## src/palette_led_matrix_editor_macros.svh

```systemverilog
// Assertion macros for the palette LED matrix editor.
// Included by the RTL files that carry concurrent assertions; no dependencies.
`ifndef PALETTE_LED_MATRIX_EDITOR_MACROS_SVH
`define PALETTE_LED_MATRIX_EDITOR_MACROS_SVH

`ifndef NO_ASSERTIONS
`define PLME_ASSERT_RST(lbl, clk, rst, prop, msg) \
  lbl: assert property (@(posedge clk) disable iff (rst) prop) else $error(msg);
`define PLME_ASSERT_ALWAYS(lbl, clk, prop, msg) \
  lbl: assert property (@(posedge clk) prop) else $error(msg);
`else
`define PLME_ASSERT_RST(lbl, clk, rst, prop, msg)
`define PLME_ASSERT_ALWAYS(lbl, clk, prop, msg)
`endif

`endif

```

## src/plme_pkg.sv

```systemverilog
// Package for the palette LED matrix editor: state and action types, constants,
// palette ROM and blink test. No dependencies.
package plme_pkg;

  localparam int CHAN_W = 8;
  localparam int GAIN_W = 16;
  localparam int BTN_W  = 4;
  localparam int IDX_W  = 4;
  localparam int RGB_W  = 3 * CHAN_W;
  localparam int TICK_W = 8;

  localparam logic [GAIN_W-1:0] GAIN_RESET   = 16'd3277;
  localparam int                BLINK_PERIOD = 42;

  localparam int BTN_FRAME  = 0;
  localparam int BTN_COLOUR = 1;
  localparam int BTN_ROW    = 2;
  localparam int BTN_COL    = 3;

  typedef enum logic [2:0] {
    S_CLEAR,
    S_IDLE,
    S_RMW_RD,
    S_RMW_WR,
    S_PIX_RD,
    S_PIX_LOAD,
    S_MUL,
    S_OUT
  } plme_state_t;

  typedef enum logic [2:0] {
    ACT_NONE,
    ACT_COL,
    ACT_ROW,
    ACT_COLOUR,
    ACT_FRAME
  } plme_act_t;

  function automatic logic [RGB_W-1:0] palette_rgb(input logic [IDX_W-1:0] idx);
    logic [RGB_W-1:0] rgb;
    case (idx)
      4'd0:    rgb = 24'h000000;
      4'd1:    rgb = 24'hf44336;
      4'd2:    rgb = 24'he81e63;
      4'd3:    rgb = 24'h9c27b0;
      4'd4:    rgb = 24'h673ab7;
      4'd5:    rgb = 24'h3f51b5;
      4'd6:    rgb = 24'h2196f3;
      4'd7:    rgb = 24'h00bcd4;
      4'd8:    rgb = 24'h009688;
      4'd9:    rgb = 24'h4caf50;
      4'd10:   rgb = 24'h8bc34a;
      4'd11:   rgb = 24'hcddc39;
      4'd12:   rgb = 24'hffeb3b;
      4'd13:   rgb = 24'hffc107;
      4'd14:   rgb = 24'hff9800;
      default: rgb = 24'hffffff;
    endcase
    return rgb;
  endfunction

  function automatic logic blink_tick(input logic [TICK_W-1:0] t);
    logic hit;
    hit = 1'b0;
    for (int k = 0; k <= 255 / BLINK_PERIOD; k++) begin
      if (t == TICK_W'(k * BLINK_PERIOD)) begin
        hit = 1'b1;
      end
    end
    return hit;
  endfunction

endpackage

```

## src/palette_led_matrix_editor.sv

```systemverilog
// Top level of the palette LED matrix editor: sequencer, button latch, cursor and
// frame state. Depends on plme_pkg, plme_ram, plme_scale and the macro header.
//
//   channel | dir | handshake          | fields
//   in      | in  | in_valid/in_stall  | in_buttons
//   out     | out | out_valid/out_stall| out_pixel_index, out_green, out_red,
//           |     |                    | out_blue, out_last
//   cfg     | in  | cfg_wr_en          | cfg_wr_data (brightness gain)
//
// After reset a clearing pass fills the pixel store. A tick that cycles a colour first reads
// and rewrites the pixel under the cursor; out_stall holds the pixel transfers.
// Per pixel: one pixel store read, three passes through the shared multiplier, one transfer.
// in_stall is high from an accepted tick until its last pixel transfer.
`include "palette_led_matrix_editor_macros.svh"

module palette_led_matrix_editor
  import plme_pkg::*;
#(
  parameter int FRAME_COUNT = 4,
  parameter int MATRIX_SIDE = 8
) (
  input  logic              clk,
  input  logic              rst_n,
  input  logic              in_valid,
  output logic              in_stall,
  input  logic [BTN_W-1:0]  in_buttons,
  output logic              out_valid,
  input  logic              out_stall,
  output logic [5:0]        out_pixel_index,
  output logic [CHAN_W-1:0] out_green,
  output logic [CHAN_W-1:0] out_red,
  output logic [CHAN_W-1:0] out_blue,
  output logic              out_last,
  input  logic              cfg_wr_en,
  input  logic [GAIN_W-1:0] cfg_wr_data
);

  localparam int CW     = $clog2(MATRIX_SIDE);
  localparam int FW     = (FRAME_COUNT > 1) ? $clog2(FRAME_COUNT) : 1;
  localparam int AW     = FW + 2 * CW;
  localparam int PIXELS = MATRIX_SIDE * MATRIX_SIDE;
  localparam int PW     = $clog2(PIXELS);

  localparam logic [CW-1:0] SIDE_MAX  = CW'(MATRIX_SIDE - 1);
  localparam logic [FW-1:0] FRAME_MAX = FW'(FRAME_COUNT - 1);
  localparam logic [PW-1:0] PIX_MAX   = PW'(PIXELS - 1);

  plme_state_t       state_r, state_nxt;
  logic [GAIN_W-1:0] gain_r;
  logic [CW-1:0]     cur_col_r, cur_row_r;
  logic [FW-1:0]     frame_r;
  logic [TICK_W-1:0] tick_r;
  logic [BTN_W-1:0]  flags_r;
  logic              latched_r;
  logic [CW-1:0]     snap_col_r, snap_row_r;
  logic              invert_r;
  logic [AW-1:0]     clr_addr_r;
  logic [CW-1:0]     col_r, row_r;
  logic [PW-1:0]     pidx_r;
  logic [1:0]        mul_cnt_r;
  logic [RGB_W-1:0]  rgb_r;
  logic [5:0]        out_pixel_index_r;
  logic [CHAN_W-1:0] out_green_r, out_red_r, out_blue_r;
  logic              out_last_r;

  logic [BTN_W-1:0]  flags_v;
  logic              latched_v;
  plme_act_t         act;
  logic              in_xfer, out_xfer;
  logic [CW-1:0]     col_adv, row_adv;

  logic              ram_we, ram_re;
  logic [AW-1:0]     ram_waddr, ram_raddr;
  logic [IDX_W-1:0]  ram_wdata, ram_rdata;

  logic              mul_en;
  logic [CHAN_W-1:0] mul_chan, mul_res;
  logic [RGB_W-1:0]  pix_rgb;

  assign in_xfer  = in_valid && !in_stall;
  assign out_xfer = out_valid && !out_stall;

  always_comb begin
    flags_v   = flags_r;
    latched_v = latched_r;
    if (flags_v == '0) begin
      flags_v = in_buttons;
    end else if (latched_v && in_buttons == '0) begin
      flags_v   = '0;
      latched_v = 1'b0;
    end
    act = ACT_NONE;
    if (!latched_v) begin
      if (flags_v[BTN_COL]) begin
        act = ACT_COL;
      end else if (flags_v[BTN_ROW]) begin
        act = ACT_ROW;
      end else if (flags_v[BTN_COLOUR]) begin
        act = ACT_COLOUR;
      end else if (flags_v[BTN_FRAME]) begin
        act = ACT_FRAME;
      end
    end
  end

  always_comb begin
    col_adv = (col_r == SIDE_MAX) ? '0 : col_r + 1'b1;
    row_adv = row_r;
    if (col_r == SIDE_MAX) begin
      row_adv = (row_r == SIDE_MAX) ? '0 : row_r + 1'b1;
    end
  end

  always_comb begin
    state_nxt = state_r;
    unique case (state_r)
      S_CLEAR: begin
        if (clr_addr_r == '1) begin
          state_nxt = S_IDLE;
        end
      end
      S_IDLE: begin
        if (in_valid) begin
          state_nxt = (act == ACT_COLOUR) ? S_RMW_RD : S_PIX_RD;
        end
      end
      S_RMW_RD:   state_nxt = S_RMW_WR;
      S_RMW_WR:   state_nxt = S_PIX_RD;
      S_PIX_RD:   state_nxt = S_PIX_LOAD;
      S_PIX_LOAD: state_nxt = S_MUL;
      S_MUL: begin
        if (mul_cnt_r == 2'd3) begin
          state_nxt = S_OUT;
        end
      end
      S_OUT: begin
        if (!out_stall) begin
          state_nxt = out_last_r ? S_IDLE : S_PIX_LOAD;
        end
      end
      default: state_nxt = S_CLEAR;
    endcase
  end

  always_comb begin
    in_stall  = 1'b1;
    out_valid = 1'b0;
    ram_we    = 1'b0;
    ram_waddr = clr_addr_r;
    ram_wdata = IDX_W'(clr_addr_r[AW-1 -: FW]);
    ram_re    = 1'b0;
    ram_raddr = {frame_r, row_r, col_r};
    mul_en    = 1'b0;
    mul_chan  = '0;
    unique case (state_r)
      S_CLEAR: begin
        ram_we = 1'b1;
      end
      S_IDLE: begin
        in_stall = 1'b0;
      end
      S_RMW_RD: begin
        ram_re    = 1'b1;
        ram_raddr = {frame_r, snap_row_r, snap_col_r};
      end
      S_RMW_WR: begin
        ram_we    = 1'b1;
        ram_waddr = {frame_r, snap_row_r, snap_col_r};
        ram_wdata = ram_rdata + 1'b1;
      end
      S_PIX_RD: begin
        ram_re = 1'b1;
      end
      S_PIX_LOAD: begin
      end
      S_MUL: begin
        mul_en = 1'b1;
        case (mul_cnt_r)
          2'd0:    mul_chan = rgb_r[15:8];
          2'd1:    mul_chan = rgb_r[23:16];
          2'd2:    mul_chan = rgb_r[7:0];
          default: mul_chan = '0;
        endcase
      end
      S_OUT: begin
        out_valid = 1'b1;
        ram_re    = !out_stall && !out_last_r;
        ram_raddr = {frame_r, row_adv, col_adv};
      end
      default: begin
      end
    endcase
  end

  always_comb begin
    pix_rgb = palette_rgb(ram_rdata);
    if (invert_r && col_r == snap_col_r && row_r == snap_row_r) begin
      pix_rgb = ~pix_rgb;
    end
  end

  always_ff @(posedge clk) begin
    if (!rst_n) begin
      state_r    <= S_CLEAR;
      gain_r     <= GAIN_RESET;
      cur_col_r  <= '0;
      cur_row_r  <= '0;
      frame_r    <= '0;
      tick_r     <= '0;
      flags_r    <= '0;
      latched_r  <= 1'b0;
      clr_addr_r <= '0;
      col_r      <= '0;
      row_r      <= '0;
      pidx_r     <= '0;
      mul_cnt_r  <= '0;
    end else begin
      state_r <= state_nxt;
      if (cfg_wr_en) begin
        gain_r <= cfg_wr_data;
      end
      if (state_r == S_CLEAR) begin
        clr_addr_r <= clr_addr_r + 1'b1;
      end
      if (in_xfer) begin
        flags_r   <= flags_v;
        latched_r <= latched_v || (act != ACT_NONE);
        tick_r    <= tick_r + 1'b1;
        col_r     <= '0;
        row_r     <= '0;
        pidx_r    <= '0;
        if (act == ACT_COL) begin
          cur_col_r <= (cur_col_r == SIDE_MAX) ? '0 : cur_col_r + 1'b1;
        end
        if (act == ACT_ROW) begin
          cur_row_r <= (cur_row_r == SIDE_MAX) ? '0 : cur_row_r + 1'b1;
        end
        if (act == ACT_FRAME) begin
          frame_r <= (frame_r == FRAME_MAX) ? '0 : frame_r + 1'b1;
        end
      end
      if (state_r == S_PIX_LOAD) begin
        mul_cnt_r <= '0;
      end else if (state_r == S_MUL) begin
        mul_cnt_r <= mul_cnt_r + 1'b1;
      end
      if (state_r == S_OUT && out_xfer && !out_last_r) begin
        col_r  <= col_adv;
        row_r  <= row_adv;
        pidx_r <= pidx_r + 1'b1;
      end
    end
  end

  always_ff @(posedge clk) begin
    if (in_xfer) begin
      snap_col_r <= cur_col_r;
      snap_row_r <= cur_row_r;
      invert_r   <= blink_tick(tick_r + 1'b1);
    end
    if (state_r == S_PIX_LOAD) begin
      rgb_r             <= pix_rgb;
      out_pixel_index_r <= 6'(pidx_r);
      out_last_r        <= (pidx_r == PIX_MAX);
    end
    if (state_r == S_MUL) begin
      case (mul_cnt_r)
        2'd1:    out_green_r <= mul_res;
        2'd2:    out_red_r   <= mul_res;
        2'd3:    out_blue_r  <= mul_res;
        default: begin
        end
      endcase
    end
  end

  plme_ram #(
    .WIDTH(IDX_W),
    .DEPTH(1 << AW)
  ) u_pixel_store (
    .clk  (clk),
    .we   (ram_we),
    .waddr(ram_waddr),
    .wdata(ram_wdata),
    .re   (ram_re),
    .raddr(ram_raddr),
    .rdata(ram_rdata)
  );

  plme_scale u_scale (
    .clk (clk),
    .en  (mul_en),
    .chan(mul_chan),
    .gain(gain_r),
    .res (mul_res)
  );

  assign out_pixel_index = out_pixel_index_r;
  assign out_green       = out_green_r;
  assign out_red         = out_red_r;
  assign out_blue        = out_blue_r;
  assign out_last        = out_last_r;

  `PLME_ASSERT_RST(a_tick_starts_work, clk, !rst_n, in_xfer |=> state_r != S_IDLE, "tick transfer did not start work")
  `PLME_ASSERT_RST(a_last_ends_tick, clk, !rst_n, (out_xfer && out_last) |=> state_r == S_IDLE, "last pixel did not end the tick")
  `PLME_ASSERT_RST(a_last_at_end, clk, !rst_n, (out_valid && out_last) |-> pidx_r == PIX_MAX, "last flag away from final pixel")
  `PLME_ASSERT_RST(a_store_write_phase, clk, !rst_n, ram_we |-> (state_r == S_CLEAR || state_r == S_RMW_WR), "pixel store written outside clear or colour update")
  `PLME_ASSERT_ALWAYS(a_reset_clears, clk, !$past(rst_n) |-> state_r == S_CLEAR, "reset did not restart the clearing pass")

endmodule

```

## src/plme_ram.sv

```systemverilog
// Generic single-write, single-read RAM with registered read data.
// No dependencies.
module plme_ram #(
  parameter int WIDTH = 4,
  parameter int DEPTH = 256
) (
  input  logic                     clk,
  input  logic                     we,
  input  logic [$clog2(DEPTH)-1:0] waddr,
  input  logic [WIDTH-1:0]         wdata,
  input  logic                     re,
  input  logic [$clog2(DEPTH)-1:0] raddr,
  output logic [WIDTH-1:0]         rdata
);

  logic [WIDTH-1:0] mem [DEPTH];
  logic [WIDTH-1:0] rdata_r;

  always_ff @(posedge clk) begin
    if (we) begin
      mem[waddr] <= wdata;
    end
    if (re) begin
      rdata_r <= mem[raddr];
    end
  end

  assign rdata = rdata_r;

endmodule

```

## src/plme_scale.sv

```systemverilog
// Shared channel scaler: one 8x16 multiplier, result registered and shifted by 16.
// Depends on plme_pkg.
module plme_scale
  import plme_pkg::*;
(
  input  logic              clk,
  input  logic              en,
  input  logic [CHAN_W-1:0] chan,
  input  logic [GAIN_W-1:0] gain,
  output logic [CHAN_W-1:0] res
);

  logic [CHAN_W+GAIN_W-1:0] prod;
  logic [CHAN_W-1:0]        res_r;

  assign prod = chan * gain;

  always_ff @(posedge clk) begin
    if (en) begin
      res_r <= prod[CHAN_W+GAIN_W-1 -: CHAN_W];
    end
  end

  assign res = res_r;

endmodule
```

## config.mk

```make
export PLATFORM = sky130hd
export DESIGN_NAME = palette_led_matrix_editor
export DESIGN_NICKNAME = d
export VERILOG_FILES = /design/src/plme_pkg.sv /design/src/palette_led_matrix_editor.sv /design/src/plme_ram.sv /design/src/plme_scale.sv
export VERILOG_INCLUDE_DIRS = /design/src /design/src/src
export SDC_FILE = /design/constraint.sdc
export NUM_CORES = 2
export LEC_CHECK = 0
export BUFFER_PORTS_ARGS = -buffer_cell sky130_fd_sc_hd__clkbuf_2
export CAP_MARGIN = 20
export CORE_MARGIN = 4
export CORE_UTILIZATION = 31
export DETAILED_ROUTE_END_ITERATION = 10
export SLEW_MARGIN = 0
export SYNTH_ARGS = -nofsm -noshare
export SYNTH_HDL_FRONTEND = slang
export SYNTH_SLANG_ARGS = --single-unit
```

## constraint.sdc

```tcl
create_clock -name clk -period 39.7 [get_ports clk]
set_clock_uncertainty 0.15 [all_clocks]
set_input_delay 1.985 -clock clk [delete_from_list [all_inputs] [get_ports clk]]
set_output_delay 1.985 -clock clk [all_outputs]
set_load 0.05 [all_outputs]
```

== Word-level counts from Yosys, hierarchy flattened ==
Memories as Yosys holds them, arrays and structs flattened. A register that Yosys moved wholly into a read port is not among the register bits.
Index checks and enable logic that the tools add are counted.
Word-level totals
  register bits: 132
  bits in latches: 0
  RAM bits: 1024
  bits in read-only memories: 384
  output and inout bits: 33
  word-level logic and storage cells: 141
  memories: 2
Operators by class
  add/sub/neg operators: 10
  multipliers: 1
  div/mod/pow operators: 0
  $lt $le $gt $ge: 0
  eq/ne operators: 33
  shifts and indexed selects: 0
  muxes and demuxes: 41
  bitwise gates (word level): 2
  reductions and logical operators: 29
Memory list
  u_pixel_store.mem: words 256, width 4, read ports 1, clocked after memory_dff 1, write ports 1, line plme_ram.sv:16  | logic [WIDTH-1:0] mem [DEPTH];
  (name not given): words 16, width 24, read ports 1, clocked after memory_dff 0, write ports 0, line plme_pkg.sv:41  | case (idx)
Operators by type and width (count)
  2-to-1 mux 3 bit: 19
  == test 8 bit (second input constant): 4
  == test 3 bit (second input constant): 9
  multiplier 8 x 16 -> 24 bit: 1
  2-to-1 mux 24 bit: 1
  NOT 24 bit: 1
  one-hot mux 3 bit (8 select lines): 1
  one-hot mux 8 bit (3 select lines): 1
  adder 8 x 1 -> 8 bit (second input constant): 2
  == test 8 x 7 -> 1 bit (second input constant): 2
  2-to-1 mux 8 bit: 2
  adder 3 x 1 -> 3 bit (second input constant): 4
  == test 3 x 2 -> 1 bit (second input constant): 4
  2-to-1 mux 4 bit: 3
  2-to-1 mux 6 bit: 2
  one-hot mux 6 bit (2 select lines): 1
  AND reduction 2 bit: 6
  2-to-1 mux 1 bit: 9
  == test 8 x 6 -> 1 bit (second input constant): 1
  logical AND 1 bit: 8
  zero test 4 bit: 2
  zero test 8 bit: 1
  != test 2 bit (second input constant): 4
  adder 6 x 1 -> 6 bit (second input constant): 1
  19 further kinds: 27

== Longest topological paths before layout ==
  depth after elaboration: 13
  depth in mapped cells: 25
  mapped depth without buffers: 24

== Hierarchy ==
From an unflattened synthesis, not the netlist that was laid out.
Second synthesis, totals
  cell total of the unflattened synthesis: 3100
  area, all modules: 51069.0 um2
By module, submodules not included
  plme_ram: times used 1, cells each 2051, area each 40715.3 um2, seq. area each 30869.6 um2
  palette_led_matrix_editor: times used 1, cells each 622, area each 6362.4 um2, seq. area each 3103.0 um2
  plme_scale: times used 1, cells each 427, area each 3991.3 um2, seq. area each 240.2 um2

== Worst setup path after synthesis ==
No wires, ideal clock.
  kind: reg-to-reg
  start point: reg state_r[0]
  end point: mem u_pixel_store.mem[0][0], data pin
  library setup time: 2.189 ns
  arrival time: 11.214 ns
  path slack: 26.148 ns
  cell stages (with the launch flop): 7
  clock period less this slack: 13.552 ns
  path through: dfxtp_1 -> buf_4 -> inv_2 -> or3_1 -> clkbuf_1 -> clkbuf_1 -> o21ai_0
On the way
  cells in the longest elaborated chain, start to end: 2
Ends and longest elaborated chain
  start: declaration: line palette_led_matrix_editor.sv:48  | plme_state_t state_r, state_nxt;
  start signal: assignment: line palette_led_matrix_editor.sv:218  | state_r <= state_nxt;
  == test 3 x 2 -> 1 bit: line palette_led_matrix_editor.sv:155  | unique case (state_r)
  2-to-1 mux 4 bit: line palette_led_matrix_editor.sv:155
  net ram_wdata[0]: line palette_led_matrix_editor.sv:74  | logic [IDX_W-1:0] ram_wdata, ram_rdata;
  end: declaration: line plme_ram.sv:16
The timed path passes the listed nets, and every way through them passes these cells.

== Final worst setup path ==
  start point: reg state_r[2]
  end point: reg u_scale.res_r[7], in the netlist u_scale.res[7], data pin
On the way
  cells in the longest elaborated chain, start to end: 3
Ends and longest elaborated chain
  == test 3 bit: line palette_led_matrix_editor.sv:155
  2-to-1 mux 8 bit: line palette_led_matrix_editor.sv:155
  multiplier 8 x 16 -> 24 bit: line plme_scale.sv:16  | assign prod = chan * gain;
  net u_scale.prod[23]: line plme_scale.sv:13  | logic [CHAN_W+GAIN_W-1:0] prod;
  end signal: assignment: line plme_scale.sv:20  | res_r <= prod[CHAN_W+GAIN_W-1 -: CHAN_W];
  end: declaration: line plme_scale.sv:14  | logic [CHAN_W-1:0] res_r;
The timed path passes the listed nets, and every way through them passes these cells.
A chain may end at the register's enable or synchronous reset.

==> results.txt <==
The insertion delay to the later sink of the worst-skew pair came out at 0.72 ns. The post-synthesis xor/xnor area fraction is 0.951%. The worst hold slack came out at 0.316 ns. In this run the worst hold path is classified as flop to flop.

The total design power came out at 2.52 mW. The total of cells resized after clock tree synthesis is 0. The pin count of the biggest net entering global routing is 197.

The routed length per placed instance came out at 20.7 um. For the pin with the worst max-slew slack, the measured transition is 1.15 ns. The critical path data arrival time came out at 7.37 ns. In the synthesized netlist the async set-or-reset flop fraction comes to 0%. The post-synthesis share of cell area spent on full adders, half adders and majority gates is 4.80%. The overall track demand over capacity in global routing came out at 15.1%. After routing, the total negative slack on setup checks comes to 0 ns. The normalized max-slew margin is 22.8%. The starting utilization of the core area is 31.2%. TritonCTS built the clock tree.

The first detailed-routing pass took 6 iterations. The total of endpoints with negative setup slack in the final report came out at 0. The total half-perimeter wirelength after legalization and detailed placement came out at 80.0 mm.

The DRC violation count after routing came out at 0. During I/O placement, the number of pins put on the boundary was 58. The synthesized instance count is 4,278. The number of diodes came out at 0. The post-route minimum period came out at 7.07 ns. The total routed wirelength came out at 135 mm. The H-tree level count came out at 3. The number of hold-repair buffers added at the cts stage is 0. Along the worst path, the maximum fanout reaches 28. The share of synthesized area occupied by flip-flops and latches is 66.3%. The distinct cell type count after synthesis came out at 76. The via-per-instance ratio came out at 5.15. The register area came out at 0.0342 sq mm. The die is 416 um wide.

The placed instances occupy a cell area of 0.0540 sq mm. Global routing finished with a remaining overflow of 0. The ratio of final minimum period to clock period is 17.8%. The last weighted congestion value of the routability-driven placer came out at 0.835. Setup repair after global routing left no endpoint under its margin. The fill cell total of the finished layout came out at 16,146. The number of antenna violations at the first check in global routing was 2.

The number of max-slew violations in the final report came out at 0. The net count of the finished layout is 4,426. After synthesis, the largest family of logic cells by area is simple AND/OR/NAND/NOR gates.

Counting tap cells, the placed design contains a total of 6,326 instances. Buffers inserted during clock tree synthesis total 110. Among all flip-flop cells after synthesis, the most frequent one is edfxtp_1. In the synthesized netlist, mux cells make up 1.83% of the area. Dividing total power by cell area gives a power density of 43.8 mW/mm^2. The count of input and output buffers is 57. Timing would allow up to 0.141 GHz. The first routing iteration left 4,076 violations. Before CTS, the worst setup slack after placement is 32.62 ns. After clock tree synthesis, the setup repair step added 0 buffers. The floorplan step set the die height to 416 um. The design area came out at 0.0576 sq mm.

The clock transition at the registers of the reported paths is 0.06 ns. The final hold violation count is 0. The share of synthesized cell area in and, or, nand and nor gates is 17.7%. Tracing the worst setup path back leads to its startpoint at state_r[2]$_SDFFE_PN0P_. The synthesized design contains 1,098 enable-type register cells. The placement row count is 149. The global-route wire length before repair is 203 mm. The number of clock sinks came out at 1,160. The via count of the routed design came out at 33,642.

The post-synthesis instance area is 0.0516 sq mm. The core utilization of the finished layout is 34.9%. The count of nets left with antenna violations after detail routing is 0. The post-synthesis net count is 4,451. The maximum clock path buffer count came out at 3.

The area of combinational cells with multiple inputs is 0.0158 sq mm. The share of layout cells above drive strength 1 is 7.48%. The analysis attributes to cell leakage a power of 19.2 nW.

The number of standard cells in the layout, taps in and fillers out came out at 6,533. Setup slack closes at 32.63 ns. The startpoint of the lowest-slack register-to-register path is state_r[2]$_SDFFE_PN0P_.

The placeable core area came out at 0.165 sq mm. The number of global-route vias before repair is 32,564. The worst setup path is of the flop to flop kind. The source of the worst hold timing path is cur_row_r[1]$_SDFFE_PN0P_. The area added between synthesis and finish is 11.7%. STA puts the critical path data required time at 40.00 ns. After synthesis the netlist holds a flip-flop and latch count of 1,160. The overall die area is 0.173 sq mm. The total of warnings raised by yosys came out at 0. The fraction of the mapped netlist area in compound gates came out at 5.18%. STA classifies the critical path startpoint as a flop. The run finished with clean final reports.

Across the run, the number of max-cap violations was 0. Each instance of the synthesized netlist takes up on average 12.1 sq um. The kind of capture point of the worst setup path is a flop. CTS placed an instance of clkbuf_16 at the clock tree root. IR analysis of the VDD net gives a maximum drop of 35.0 uV.
-- layout by cell type, fill, tap and decap left out, types with 62 or more instances in the layout --
cell       Yosys  final
a21oi_1       80     80
inv_1        104    104
nand2_1     1011   1002
ha_1          65     65
edfxtp_1    1098   1098
nand4_1       93     93
nor2_1       326    323
dfxtp_1       62     62
fa_1          83     83
nand3_1      376    376
clkbuf_16      0    111
mux2i_1       90     90
and2_1       121    120
-- sequential cells by signal (all words and copies together) (netlist names), 4 cells and up --
register	flops
u_pixel_store.mem	1024
rgb_r	24
gain_r	16
clr_addr_r	8
out_blue	8
out_green	8
out_red	8
tick_r	8
u_scale.res	8
out_pixel_index	6
pidx_r	6
flags_r	4
u_pixel_store.rdata	4
-- power breakdown --
| group | internal, mW | switching, mW | leakage (nW) |
|---|---|---|---|
| sequential | 1.33 | 0.0139 | 9.29 |
| clock | 0.600 | 0.467 | 1.76 |
| combinational | 0.0292 | 0.0808 | 8.13 |
-- area by class of cell --
cell class              instances  share of cell area [%]
inverters                     106                   0.690
clock buffers                 133                    4.96
repair buffers                121                    1.41
clock inverters                70                    1.34
well taps                    2189                    4.75
flip-flops and latches       1160                    59.4
multi-input cells            2754                    27.5
-- critical path, stage by stage (launching register included) --
cell     delay (ns)
dfxtp_1        0.89
or4bb_1        0.63
nor2_1         0.84
and2_1         0.26
fa_1           0.45
fa_1           0.52
fa_1           0.50
inv_1          0.05
fa_1           0.47
inv_1          0.04
ha_1           0.30
a21o_1         0.17
a21o_1         0.17
a21oi_1        0.13
o21ai_0        0.12
a21oi_1        0.16
o21ai_1        0.17
or4_1          0.47
a31oi_1        0.23
xnor2_1        0.08
-- logic make-up after synthesis --
logic type	after synthesis
compound gates	389
xor+xnor	56
fa+ha+maj	148
buf+inv	364
flops	1160
mux	93
simple gates	2068
-- synth_stat cells, drive strengths merged, types with 6 or more instances --
cell | number | area (sq um)
edfxtp | 1098 | 33000
nand2 | 1011 | 3790
nand3 | 376 | 1880
nor2 | 331 | 1270
buf | 151 | 842
and2 | 121 | 757
clkbuf | 107 | 402
inv | 106 | 398
nand4 | 93 | 582
mux2i | 90 | 901
fa | 83 | 1660
a21oi | 80 | 400
o21ai | 66 | 330
ha | 65 | 813
dfxtp | 62 | 1240
a31oi | 60 | 375
a32oi | 50 | 438
xnor2 | 42 | 368
nor2b | 35 | 219
nor3 | 31 | 155
o22ai | 21 | 131
xor2 | 14 | 123
and3 | 13 | 81.3
nand2b | 13 | 81.3
nand3b | 12 | 90.1
o31ai | 12 | 95.1
a21boi | 11 | 82.6
a222oi | 8 | 80.1
a32o | 7 | 70.1
nor4 | 7 | 43.8
or3 | 7 | 43.8
a221o | 6 | 60.1
a22oi | 6 | 45.0
o221ai | 6 | 52.6
-- final timing paths --
check                             end  slack (ns)  cells after the start
min reg2reg   snap_row_r[1]$_DFFE_PP_        0.32                      0
min           snap_row_r[1]$_DFFE_PP_        0.32                      0
max          u_scale.res[7]$_DFFE_PN_       32.63                     19
max reg2reg  u_scale.res[7]$_DFFE_PN_       32.63                     19
-- metal layers --
layer	share of wire [%]	GRT usage, %
met5	0.0096	0
met4	2.6	4.15
met3	8.5	3.04
met2	45	23.7
met1	44	21.4
No activity file was read; power rests on OpenSTA's default activity.
